File: src/hw/rtl/mmfr_pkg.sv
package mmfr_pkg;

  localparam int ROUTE_SLOTS = 16;
  localparam int SLOT_IW     = (ROUTE_SLOTS > 1) ? $clog2(ROUTE_SLOTS) : 1;
  localparam int CNT_W       = $clog2(ROUTE_SLOTS + 1);
  localparam int HANDLE_W    = 31;
  localparam int SLOT_OUT_W  = 4;
  localparam int DCNT_OUT_W  = 5;

  typedef enum logic [1:0] {
    FN_ADD    = 2'd0,
    FN_REMOVE = 2'd1,
    FN_ROUTE  = 2'd2,
    FN_NONE   = 2'd3
  } func_t;

  typedef enum logic [2:0] {
    ST_OK        = 3'd0,
    ST_FULL      = 3'd1,
    ST_NOT_FOUND = 3'd2,
    ST_NO_MATCH  = 3'd3,
    ST_EXHAUSTED = 3'd4
  } status_t;

  typedef enum logic [1:0] {
    S_IDLE,
    S_SCAN,
    S_FINISH
  } state_t;

  typedef struct packed {
    logic [31:0]         mask;
    logic [31:0]         match;
    logic [HANDLE_W-1:0] handle;
  } route_rec_t;

endpackage

File: src/hw/rtl/mmfr_route_mem.sv
module mmfr_route_mem
  import mmfr_pkg::*;
(
  input  logic               clk,
  input  logic               wr_en,
  input  logic [SLOT_IW-1:0] wr_addr,
  input  route_rec_t         wr_data,
  input  logic               rd_en,
  input  logic [SLOT_IW-1:0] rd_addr,
  output route_rec_t         rd_data
);

  route_rec_t mem [ROUTE_SLOTS];

  always_ff @(posedge clk) begin
    if (wr_en) begin
      mem[wr_addr] <= wr_data;
    end
  end

  always_ff @(posedge clk) begin
    if (rd_en) begin
      rd_data <= mem[rd_addr];
    end
  end

endmodule

File: src/hw/rtl/masked_match_fanout_router.sv
// Masked-match routing table with ROUTE_SLOTS slots held in a single-port-read
// memory. Each request is handled alone: an add, remove or route request walks
// the slots one per cycle through the memory read port (add stops at the
// first free slot, remove at the matching handle; an add refused as table full
// or handles exhausted skips the walk). A route request yields one result per
// matching slot in slot order with a running delivery count, tlast on the
// final one, or a single no-match result. in_tready is high only between
// requests; a backpressured output stalls the walk. Function code 3 is dropped.
module masked_match_fanout_router
  import mmfr_pkg::*;
(
  input  logic         clk,
  input  logic         rst_n,
  input  logic         in_tvalid,
  output logic         in_tready,
  // [31:0] route_mask, [63:32] route_match, [94:64] remove_handle,
  // [126:95] signal_ident, [127] zero
  input  logic [127:0] in_tdata,
  // [1:0] func
  input  logic [1:0]   in_tuser,
  output logic         out_tvalid,
  input  logic         out_tready,
  // [30:0] route_handle, [34:31] route_slot, [39:35] delivered_count
  output logic [39:0]  out_tdata,
  // [2:0] status
  output logic [2:0]   out_tuser,
  output logic         out_tlast
);

  localparam logic [SLOT_IW-1:0] LAST_IDX  = SLOT_IW'(ROUTE_SLOTS - 1);
  localparam logic [CNT_W-1:0]   SLOTS_CNT = CNT_W'(ROUTE_SLOTS);

  state_t                  state_r, state_nxt;
  logic [ROUTE_SLOTS-1:0]  slot_valid_r, slot_valid_nxt;
  logic [31:0]             next_handle_r, next_handle_nxt;
  logic [CNT_W-1:0]        active_r, active_nxt;

  func_t                   func_r, func_nxt;
  logic [31:0]             mask_r, mask_nxt;
  logic [31:0]             match_r, match_nxt;
  logic [HANDLE_W-1:0]     rhandle_r, rhandle_nxt;
  logic [31:0]             sig_r, sig_nxt;

  logic [SLOT_IW-1:0]      scan_idx_r, scan_idx_nxt;
  logic                    issue_done_r, issue_done_nxt;
  logic                    rdv_r, rdv_nxt;
  logic [SLOT_IW-1:0]      rd_idx_r, rd_idx_nxt;
  logic                    vq_r, vq_nxt;
  logic [CNT_W-1:0]        hit_cnt_r, hit_cnt_nxt;

  logic                    pend_vld_r, pend_vld_nxt;
  logic [HANDLE_W-1:0]     pend_handle_r, pend_handle_nxt;
  logic [SLOT_IW-1:0]      pend_slot_r, pend_slot_nxt;
  logic [CNT_W-1:0]        pend_cnt_r, pend_cnt_nxt;

  status_t                 fin_status_r, fin_status_nxt;
  logic [HANDLE_W-1:0]     fin_handle_r, fin_handle_nxt;
  logic [SLOT_OUT_W-1:0]   fin_slot_r, fin_slot_nxt;
  logic [DCNT_OUT_W-1:0]   fin_cnt_r, fin_cnt_nxt;

  logic                    out_tvalid_r, out_tvalid_nxt;
  status_t                 out_status_r, out_status_nxt;
  logic [HANDLE_W-1:0]     out_handle_r, out_handle_nxt;
  logic [SLOT_OUT_W-1:0]   out_slot_r, out_slot_nxt;
  logic [DCNT_OUT_W-1:0]   out_cnt_r, out_cnt_nxt;
  logic                    out_last_r, out_last_nxt;

  logic                    out_free;
  logic                    mem_we;
  route_rec_t              mem_wdata;
  logic                    mem_re;
  route_rec_t              mem_rdata;
  logic                    hit;
  logic                    stall;
  logic                    last_slot;

  mmfr_route_mem u_mem (
    .clk     (clk),
    .wr_en   (mem_we),
    .wr_addr (rd_idx_r),
    .wr_data (mem_wdata),
    .rd_en   (mem_re),
    .rd_addr (scan_idx_r),
    .rd_data (mem_rdata)
  );

  assign out_free  = !out_tvalid_r || out_tready;
  assign last_slot = (rd_idx_r == LAST_IDX);
  assign mem_wdata = '{mask: mask_r, match: match_r, handle: next_handle_r[HANDLE_W-1:0]};

  always_comb begin
    case (func_r)
      FN_ADD:    hit = !vq_r;
      FN_REMOVE: hit = vq_r && (mem_rdata.handle == rhandle_r);
      FN_ROUTE:  hit = vq_r && ((sig_r & mem_rdata.mask) == mem_rdata.match);
      default:   hit = 1'b0;
    endcase
  end

  always_comb begin
    state_nxt       = state_r;
    slot_valid_nxt  = slot_valid_r;
    next_handle_nxt = next_handle_r;
    active_nxt      = active_r;
    func_nxt        = func_r;
    mask_nxt        = mask_r;
    match_nxt       = match_r;
    rhandle_nxt     = rhandle_r;
    sig_nxt         = sig_r;
    scan_idx_nxt    = scan_idx_r;
    issue_done_nxt  = issue_done_r;
    rdv_nxt         = rdv_r;
    rd_idx_nxt      = rd_idx_r;
    vq_nxt          = vq_r;
    hit_cnt_nxt     = hit_cnt_r;
    pend_vld_nxt    = pend_vld_r;
    pend_handle_nxt = pend_handle_r;
    pend_slot_nxt   = pend_slot_r;
    pend_cnt_nxt    = pend_cnt_r;
    fin_status_nxt  = fin_status_r;
    fin_handle_nxt  = fin_handle_r;
    fin_slot_nxt    = fin_slot_r;
    fin_cnt_nxt     = fin_cnt_r;
    out_tvalid_nxt  = out_tvalid_r && !out_tready;
    out_status_nxt  = out_status_r;
    out_handle_nxt  = out_handle_r;
    out_slot_nxt    = out_slot_r;
    out_cnt_nxt     = out_cnt_r;
    out_last_nxt    = out_last_r;
    in_tready       = 1'b0;
    mem_we          = 1'b0;
    mem_re          = 1'b0;
    stall           = 1'b0;

    case (state_r)
      S_IDLE: begin
        in_tready = 1'b1;
        if (in_tvalid) begin
          func_nxt       = func_t'(in_tuser);
          mask_nxt       = in_tdata[31:0];
          match_nxt      = in_tdata[63:32];
          rhandle_nxt    = in_tdata[94:64];
          sig_nxt        = in_tdata[126:95];
          scan_idx_nxt   = '0;
          issue_done_nxt = 1'b0;
          rdv_nxt        = 1'b0;
          hit_cnt_nxt    = '0;
          pend_vld_nxt   = 1'b0;
          fin_handle_nxt = '0;
          fin_slot_nxt   = '0;
          fin_cnt_nxt    = '0;
          case (func_t'(in_tuser))
            FN_ADD: begin
              if (active_r >= SLOTS_CNT) begin
                fin_status_nxt = ST_FULL;
                state_nxt      = S_FINISH;
              end else if (next_handle_r[31]) begin
                fin_status_nxt = ST_EXHAUSTED;
                state_nxt      = S_FINISH;
              end else begin
                state_nxt = S_SCAN;
              end
            end
            FN_REMOVE, FN_ROUTE: state_nxt = S_SCAN;
            default: state_nxt = S_IDLE;
          endcase
        end
      end

      S_SCAN: begin
        if (rdv_r) begin
          case (func_r)
            FN_ADD: begin
              if (hit) begin
                mem_we                   = 1'b1;
                slot_valid_nxt[rd_idx_r] = 1'b1;
                next_handle_nxt          = next_handle_r + 32'd1;
                active_nxt               = active_r + CNT_W'(1);
                fin_status_nxt           = ST_OK;
                fin_handle_nxt           = next_handle_r[HANDLE_W-1:0];
                fin_slot_nxt             = SLOT_OUT_W'(rd_idx_r);
                state_nxt                = S_FINISH;
              end else if (last_slot) begin
                fin_status_nxt = ST_FULL;
                state_nxt      = S_FINISH;
              end
            end
            FN_REMOVE: begin
              fin_handle_nxt = rhandle_r;
              if (hit) begin
                slot_valid_nxt[rd_idx_r] = 1'b0;
                if (active_r != '0) begin
                  active_nxt = active_r - CNT_W'(1);
                end
                fin_status_nxt = ST_OK;
                fin_slot_nxt   = SLOT_OUT_W'(rd_idx_r);
                state_nxt      = S_FINISH;
              end else if (last_slot) begin
                fin_status_nxt = ST_NOT_FOUND;
                state_nxt      = S_FINISH;
              end
            end
            default: begin
              if (hit && pend_vld_r && !out_free) begin
                stall = 1'b1;
              end else begin
                if (hit) begin
                  if (pend_vld_r) begin
                    out_tvalid_nxt = 1'b1;
                    out_status_nxt = ST_OK;
                    out_handle_nxt = pend_handle_r;
                    out_slot_nxt   = SLOT_OUT_W'(pend_slot_r);
                    out_cnt_nxt    = DCNT_OUT_W'(pend_cnt_r);
                    out_last_nxt   = 1'b0;
                  end
                  pend_vld_nxt    = 1'b1;
                  pend_handle_nxt = mem_rdata.handle;
                  pend_slot_nxt   = rd_idx_r;
                  pend_cnt_nxt    = hit_cnt_r + CNT_W'(1);
                  hit_cnt_nxt     = hit_cnt_r + CNT_W'(1);
                end
                if (last_slot) begin
                  state_nxt = S_FINISH;
                  if (hit) begin
                    fin_status_nxt = ST_OK;
                    fin_handle_nxt = mem_rdata.handle;
                    fin_slot_nxt   = SLOT_OUT_W'(rd_idx_r);
                    fin_cnt_nxt    = DCNT_OUT_W'(hit_cnt_r + CNT_W'(1));
                  end else if (pend_vld_r) begin
                    fin_status_nxt = ST_OK;
                    fin_handle_nxt = pend_handle_r;
                    fin_slot_nxt   = SLOT_OUT_W'(pend_slot_r);
                    fin_cnt_nxt    = DCNT_OUT_W'(pend_cnt_r);
                  end else begin
                    fin_status_nxt = ST_NO_MATCH;
                  end
                end
              end
            end
          endcase
        end
        if (!stall) begin
          if (!issue_done_r) begin
            mem_re     = 1'b1;
            rdv_nxt    = 1'b1;
            rd_idx_nxt = scan_idx_r;
            vq_nxt     = slot_valid_r[scan_idx_r];
            if (scan_idx_r == LAST_IDX) begin
              issue_done_nxt = 1'b1;
            end else begin
              scan_idx_nxt = scan_idx_r + SLOT_IW'(1);
            end
          end else begin
            rdv_nxt = 1'b0;
          end
        end
      end

      S_FINISH: begin
        if (out_free) begin
          out_tvalid_nxt = 1'b1;
          out_status_nxt = fin_status_r;
          out_handle_nxt = fin_handle_r;
          out_slot_nxt   = fin_slot_r;
          out_cnt_nxt    = fin_cnt_r;
          out_last_nxt   = 1'b1;
          state_nxt      = S_IDLE;
        end
      end

      default: state_nxt = S_IDLE;
    endcase
  end

  always_ff @(posedge clk) begin
    if (!rst_n) begin
      state_r       <= S_IDLE;
      slot_valid_r  <= '0;
      next_handle_r <= '0;
      active_r      <= '0;
      rdv_r         <= 1'b0;
      issue_done_r  <= 1'b0;
      pend_vld_r    <= 1'b0;
      out_tvalid_r  <= 1'b0;
    end else begin
      state_r       <= state_nxt;
      slot_valid_r  <= slot_valid_nxt;
      next_handle_r <= next_handle_nxt;
      active_r      <= active_nxt;
      rdv_r         <= rdv_nxt;
      issue_done_r  <= issue_done_nxt;
      pend_vld_r    <= pend_vld_nxt;
      out_tvalid_r  <= out_tvalid_nxt;
    end
  end

  always_ff @(posedge clk) begin
    func_r        <= func_nxt;
    mask_r        <= mask_nxt;
    match_r       <= match_nxt;
    rhandle_r     <= rhandle_nxt;
    sig_r         <= sig_nxt;
    scan_idx_r    <= scan_idx_nxt;
    rd_idx_r      <= rd_idx_nxt;
    vq_r          <= vq_nxt;
    hit_cnt_r     <= hit_cnt_nxt;
    pend_handle_r <= pend_handle_nxt;
    pend_slot_r   <= pend_slot_nxt;
    pend_cnt_r    <= pend_cnt_nxt;
    fin_status_r  <= fin_status_nxt;
    fin_handle_r  <= fin_handle_nxt;
    fin_slot_r    <= fin_slot_nxt;
    fin_cnt_r     <= fin_cnt_nxt;
    out_status_r  <= out_status_nxt;
    out_handle_r  <= out_handle_nxt;
    out_slot_r    <= out_slot_nxt;
    out_cnt_r     <= out_cnt_nxt;
    out_last_r    <= out_last_nxt;
  end

  assign out_tvalid = out_tvalid_r;
  assign out_tdata  = {out_cnt_r, out_slot_r, out_handle_r};
  assign out_tuser  = out_status_r;
  assign out_tlast  = out_last_r;

  // occupancy counter tracks the valid bits
  a_active_cnt: assert property (@(posedge clk) disable iff (!rst_n)
    active_r == CNT_W'($countones(slot_valid_r)))
    else $error("active count out of step with slot valid bits");

  // only deliveries may be non-final
  a_nonlast_ok: assert property (@(posedge clk) disable iff (!rst_n)
    out_tvalid && !out_tlast |-> out_status_r == ST_OK && out_cnt_r != '0)
    else $error("non-final result is not a delivery");

  // no input taken while a request is in flight
  a_ready_idle: assert property (@(posedge clk) disable iff (!rst_n)
    in_tready |-> state_r == S_IDLE && !stall)
    else $error("ready raised during a request");

endmodule
File: config.mk
export PLATFORM = sky130hd
export DESIGN_NAME = masked_match_fanout_router
export DESIGN_NICKNAME = d
export VERILOG_FILES = /design/src/hw/rtl/mmfr_pkg.sv /design/src/hw/rtl/mmfr_route_mem.sv /design/src/hw/rtl/masked_match_fanout_router.sv
export SDC_FILE = /design/constraint.sdc
export NUM_CORES = 2
export LEC_CHECK = 0
export BUFFER_PORTS_ARGS = -buffer_cell sky130_fd_sc_hd__buf_2
export CAP_MARGIN = 20
export CORE_MARGIN = 2
export CORE_UTILIZATION = 50
export CTS_CLUSTER_SIZE = 14
export DETAILED_ROUTE_END_ITERATION = 6
export PLACE_DENSITY = 0.66
export REMOVE_ABC_BUFFERS = 1
export SLEW_MARGIN = 25
export SYNTH_ARGS = -nofsm -noshare
export SYNTH_HDL_FRONTEND = slang
export SYNTH_SLANG_ARGS = --single-unit
File: constraint.sdc
create_clock -name clk -period 17.2 [get_ports clk]
set_input_delay 0.86 -clock clk [delete_from_list [all_inputs] [get_ports clk]]
set_output_delay 0.86 -clock clk [all_outputs]
set_load 0.02 [all_outputs]
==> run metrics <==
post-synthesis xor/xnor area fraction less than 1%; cells taking the most area after synthesis edfxtp_1, mux4_2, dfxtp_1, mux2i_1, xor2_1; switching share of power a little under a quarter; DP Cell Count 5276; largest stage delay on the critical path 0.94 ns; Clock transition at path regs around 0.06 ns; combinational share of power a little over a tenth; post-synth cell types 63; Clock power frac ~37%; DR pass1 iterations 6; grt peak-use layer met2; DR vias 34.0k; core area between 100000 and 150000 um2; H-tree depth 4; register-to-register setup slack roughly 11 ns; post-synthesis simple-gate area fraction about 2.3%; crit end category flip-flop; hold path depth 1; DR vias/cell just over 6; remaining global-route overflow 0; GPL Wtd Cong between 0.7 and 0.8; # setup viols final 0; Pins Over Slew Limit 0; r2r worst-path depth 10; RSZ-0062 raised after global routing false; mux cell area share after synthesis between 10% and 20%; Critical-path top delay cell nor4_1; initial drt markers around 3.2k; number of cell rows 141; cts hold-fix bufs 0; Psw roughly 0.0024 W; Tot GR Track Use a little over a fifth; Adder-Cell Fraction of Synth Area less than 1%; EDFF count, synth 1885; max_slew headroom approximately 30%; post-synth top area share about three quarters; Max-cap violations 0; cts repair resizes 0; hold worst-path end mask_r[15]; internal power 0.00807 W; top_reg_cell synth edfxtp_1; CP Class reg2reg; initial antenna violation count 4; asr flop ratio synth 0%; Period minus WS final roughly 6.1 ns; most frequent CP cell buf_4; Hold Path Class in2reg; fillers around 11k; Worst Path Required about 18 ns; die height just under 400 um; Sink Count 1944; Final Hold Fails 0; die area about 150000 um2; fmax about 0.16 GHz; clock buffer depth 3; r2r startpoint sig_r[4]; nets@finish approximately 3.7k; Die Wd between 300 and 400 um; Multi-input gate area between 15000 and 20000 um2; share of layout cells above drive strength 1 28.8%; vias in the first global route ~34k; CTS tree built; fin cells about 5.6k; average size of a mapped cell 22.6 um2; compound-cell area share of the yosys netlist roughly 1.4%; largest net degree at the start of global routing 145; area grow syn2layout 12.7%; register share of total power a little over half; status complete, no violations; total CTS buffers approximately 190; Root Driver clkbuf_16; worst endpoint data arrival time 6.55 ns; hpwl dp 78.2 mm; yosys warns 0; grt met3 use about 3.4%; most frequent cell after synthesis edfxtp_1; Synth area leader edfxtp_1; fin crit share between 30% and 40%; power per cell area roughly 130 nW/um2; Worst Min Path Start in_tdata[15]; Post-Route WL 161 mm; num ports 180; FF+latch count, synth a little under 2k; antenna-violating nets left 0; actual slew at the worst max-slew pin ~1.1 ns; synthesized instance count 3263; Startpoint Class flip-flop; Crit Reg-Reg Endpoint u_mem.mem[6][75]; global-route wire length before repair about 240 mm; FF+latch area 57800 um2; PortBufs between 150 and 200; Peak VDD IR roughly 0.095 mV; Buf+Inv Stages, Crit Path 3; Setup Buffers After CTS 0; sequential fraction of the synthesis area between 70% and 80%; Post-synth top cells edfxtp_1, mux4_2, clkbuf_1, nand2_1, dfxtp_1; overall power between 0.01 and 0.015 W; setup TNS 0 ns; crit-path cells a21o_1, a211oi_1, nand4_1, nor4_1, a22oi_2, buf_4, or3_1, nor2_4, buf_4, buf_4; Clock Skew 0.0337 ns; largest family of logic cells by synthesized area multiplexers; routed len/inst 28.6 um; DR DRC count 0; static leakage roughly 26 nW; CP max FO 52; Starting Density 50.2%; met1 usage 31.9%; worst skew pair latency about 0.82 ns; GR Layer Usage met2 between 30% and 40%; Cell Area, Synth 73900 um2; Crit path max-delay family simple AND/OR/NAND/NOR gates
[area by class of cell]
class	count	share of cell area, %
Sequential cell	1944	69.4
Multi-Input combinational cell	1141	18.7
Clock buffer	242	6.05
Tap cell	1930	2.90
Timing Repair Buffer	244	1.88
Clock inverter	108	0.939
Inverter	20	0.0917
Antenna cell	2	0.00601
[layer usage]
layer,wire length (um),share of wire [%],vias to the layer above
li1,-,-,14300
met1,69400,43,18300
met3,10500,6.5,222
met2,77800,48,1240
met5,0,0,-
met4,3210,2.0,0
[placed cells by master, fill, tap and decap left out, types with 13 or more instances in the layout]
| master | netlist | layout |
|---|---|---|
| clkbuf_1 | 110 | 48 |
| buf_2 | 11 | 178 |
| nor2b_1 | 15 | 15 |
| mux2_2 | 40 | 40 |
| mux2i_1 | 51 | 51 |
| nand2_1 | 97 | 97 |
| nand4_1 | 17 | 17 |
| inv_1 | 19 | 19 |
| buf_4 | 1 | 50 |
| xnor2_1 | 28 | 28 |
| nor2_1 | 58 | 46 |
| o21ai_0 | 39 | 39 |
| mux4_2 | 480 | 480 |
| clkbuf_16 | 0 | 194 |
| nor4_1 | 18 | 16 |
| edfxtp_1 | 1885 | 1885 |
| nand3_1 | 34 | 34 |
| dfxtp_1 | 59 | 58 |
| clkinv_1 | 1 | 48 |
| a22o_1 | 30 | 30 |
| and2_1 | 14 | 13 |
| clkinv_2 | 0 | 39 |
| a21oi_1 | 23 | 23 |
| xor2_1 | 52 | 52 |
| nand2b_1 | 19 | 19 |
[sequential cells by signal (all words and copies together), names as in the netlist, 5 cells and up, named ones only]
name           cells
active_r           5
rhandle_r         31
u_mem.mem       1520
hit_cnt_r          5
next_handle_r     32
pend_cnt_r         5
mask_r            32
fin_handle_r      31
fin_cnt_r          5
out_cnt_r          5
match_r           32
u_mem.rd_data     95
sig_r             32
pend_handle_r     31
out_handle_r      31
[how the worst max path moves through the flow]
| stage | from | to | slack (ns) | depth (start not counted) |
|---|---|---|---|---|
| 5_1_grt | sig_r[4] | u_mem.mem[6][1] | 10.91 | 10 |
| 2_1_floorplan | scan_idx_r[0] | rd_idx_r[0] | 0.40 | 0 |
| 4_1_cts | sig_r[4] | u_mem.mem[6][1] | 11.03 | 10 |
| 3_5_place_dp | sig_r[4] | u_mem.mem[6][93] | 11.04 | 10 |
| 6_report | sig_r[4] | u_mem.mem[6][75] | 11.08 | 10 |
| 3_3_place_gp | sig_r[4] | u_mem.mem[6][93] | 11.04 | 10 |
[cell families (layout without fill, tap and decap cells)]
group	Yosys count	count (layout)
buffers and inverters	178	614
adders and majority gates	16	16
other	0	2
AOI/OAI and AO/OA	145	145
muxes	571	571
xor gates and xnor gates	80	80
DFF	1944	1944
and+or+nand+nor	329	329
[worst reg2reg max path: stages, from the launching register on]
cell and delay [ns]:
edfxtp_1 0.41, a21o_1 0.19, a211oi_1 0.36, nand4_1 0.47, nor4_1 0.95, a22oi_2 0.13, buf_4 0.40, or3_1 0.65
nor2_4 0.35, buf_4 0.84, buf_4 0.97
[metrics by stage]
step / util [%] / cell area, um2 / hold slack (ns) / setup slack, ns
after detailed placement: 52.6 / 77300 / 0.454 / 11.04
after global routing: 56.6 / 83200 / 0.172 / 10.91
final: 56.6 / 83200 / 0.210 / 11.08
after floorplan: - / 73300 / 0.435 / 0.395
after global placement: 52.6 / 77300 / 0.454 / 11.04
after CTS: 56.5 / 83100 / 0.141 / 11.03
[power groups by stage]
stage | sequential [W] | combinational, W | clock (W)
floorplan | 0.00568 | 0.00113 | 0
global placement | 0.00552 | 0.00112 | 0
detailed placement | 0.00552 | 0.00112 | 0
CTS | 0.00543 | 0.00113 | 0.00398
global route | 0.00544 | 0.00118 | 0.00417
finish | 0.00542 | 0.00110 | 0.00390
Note: power is estimated with default switching activity, not from simulation.
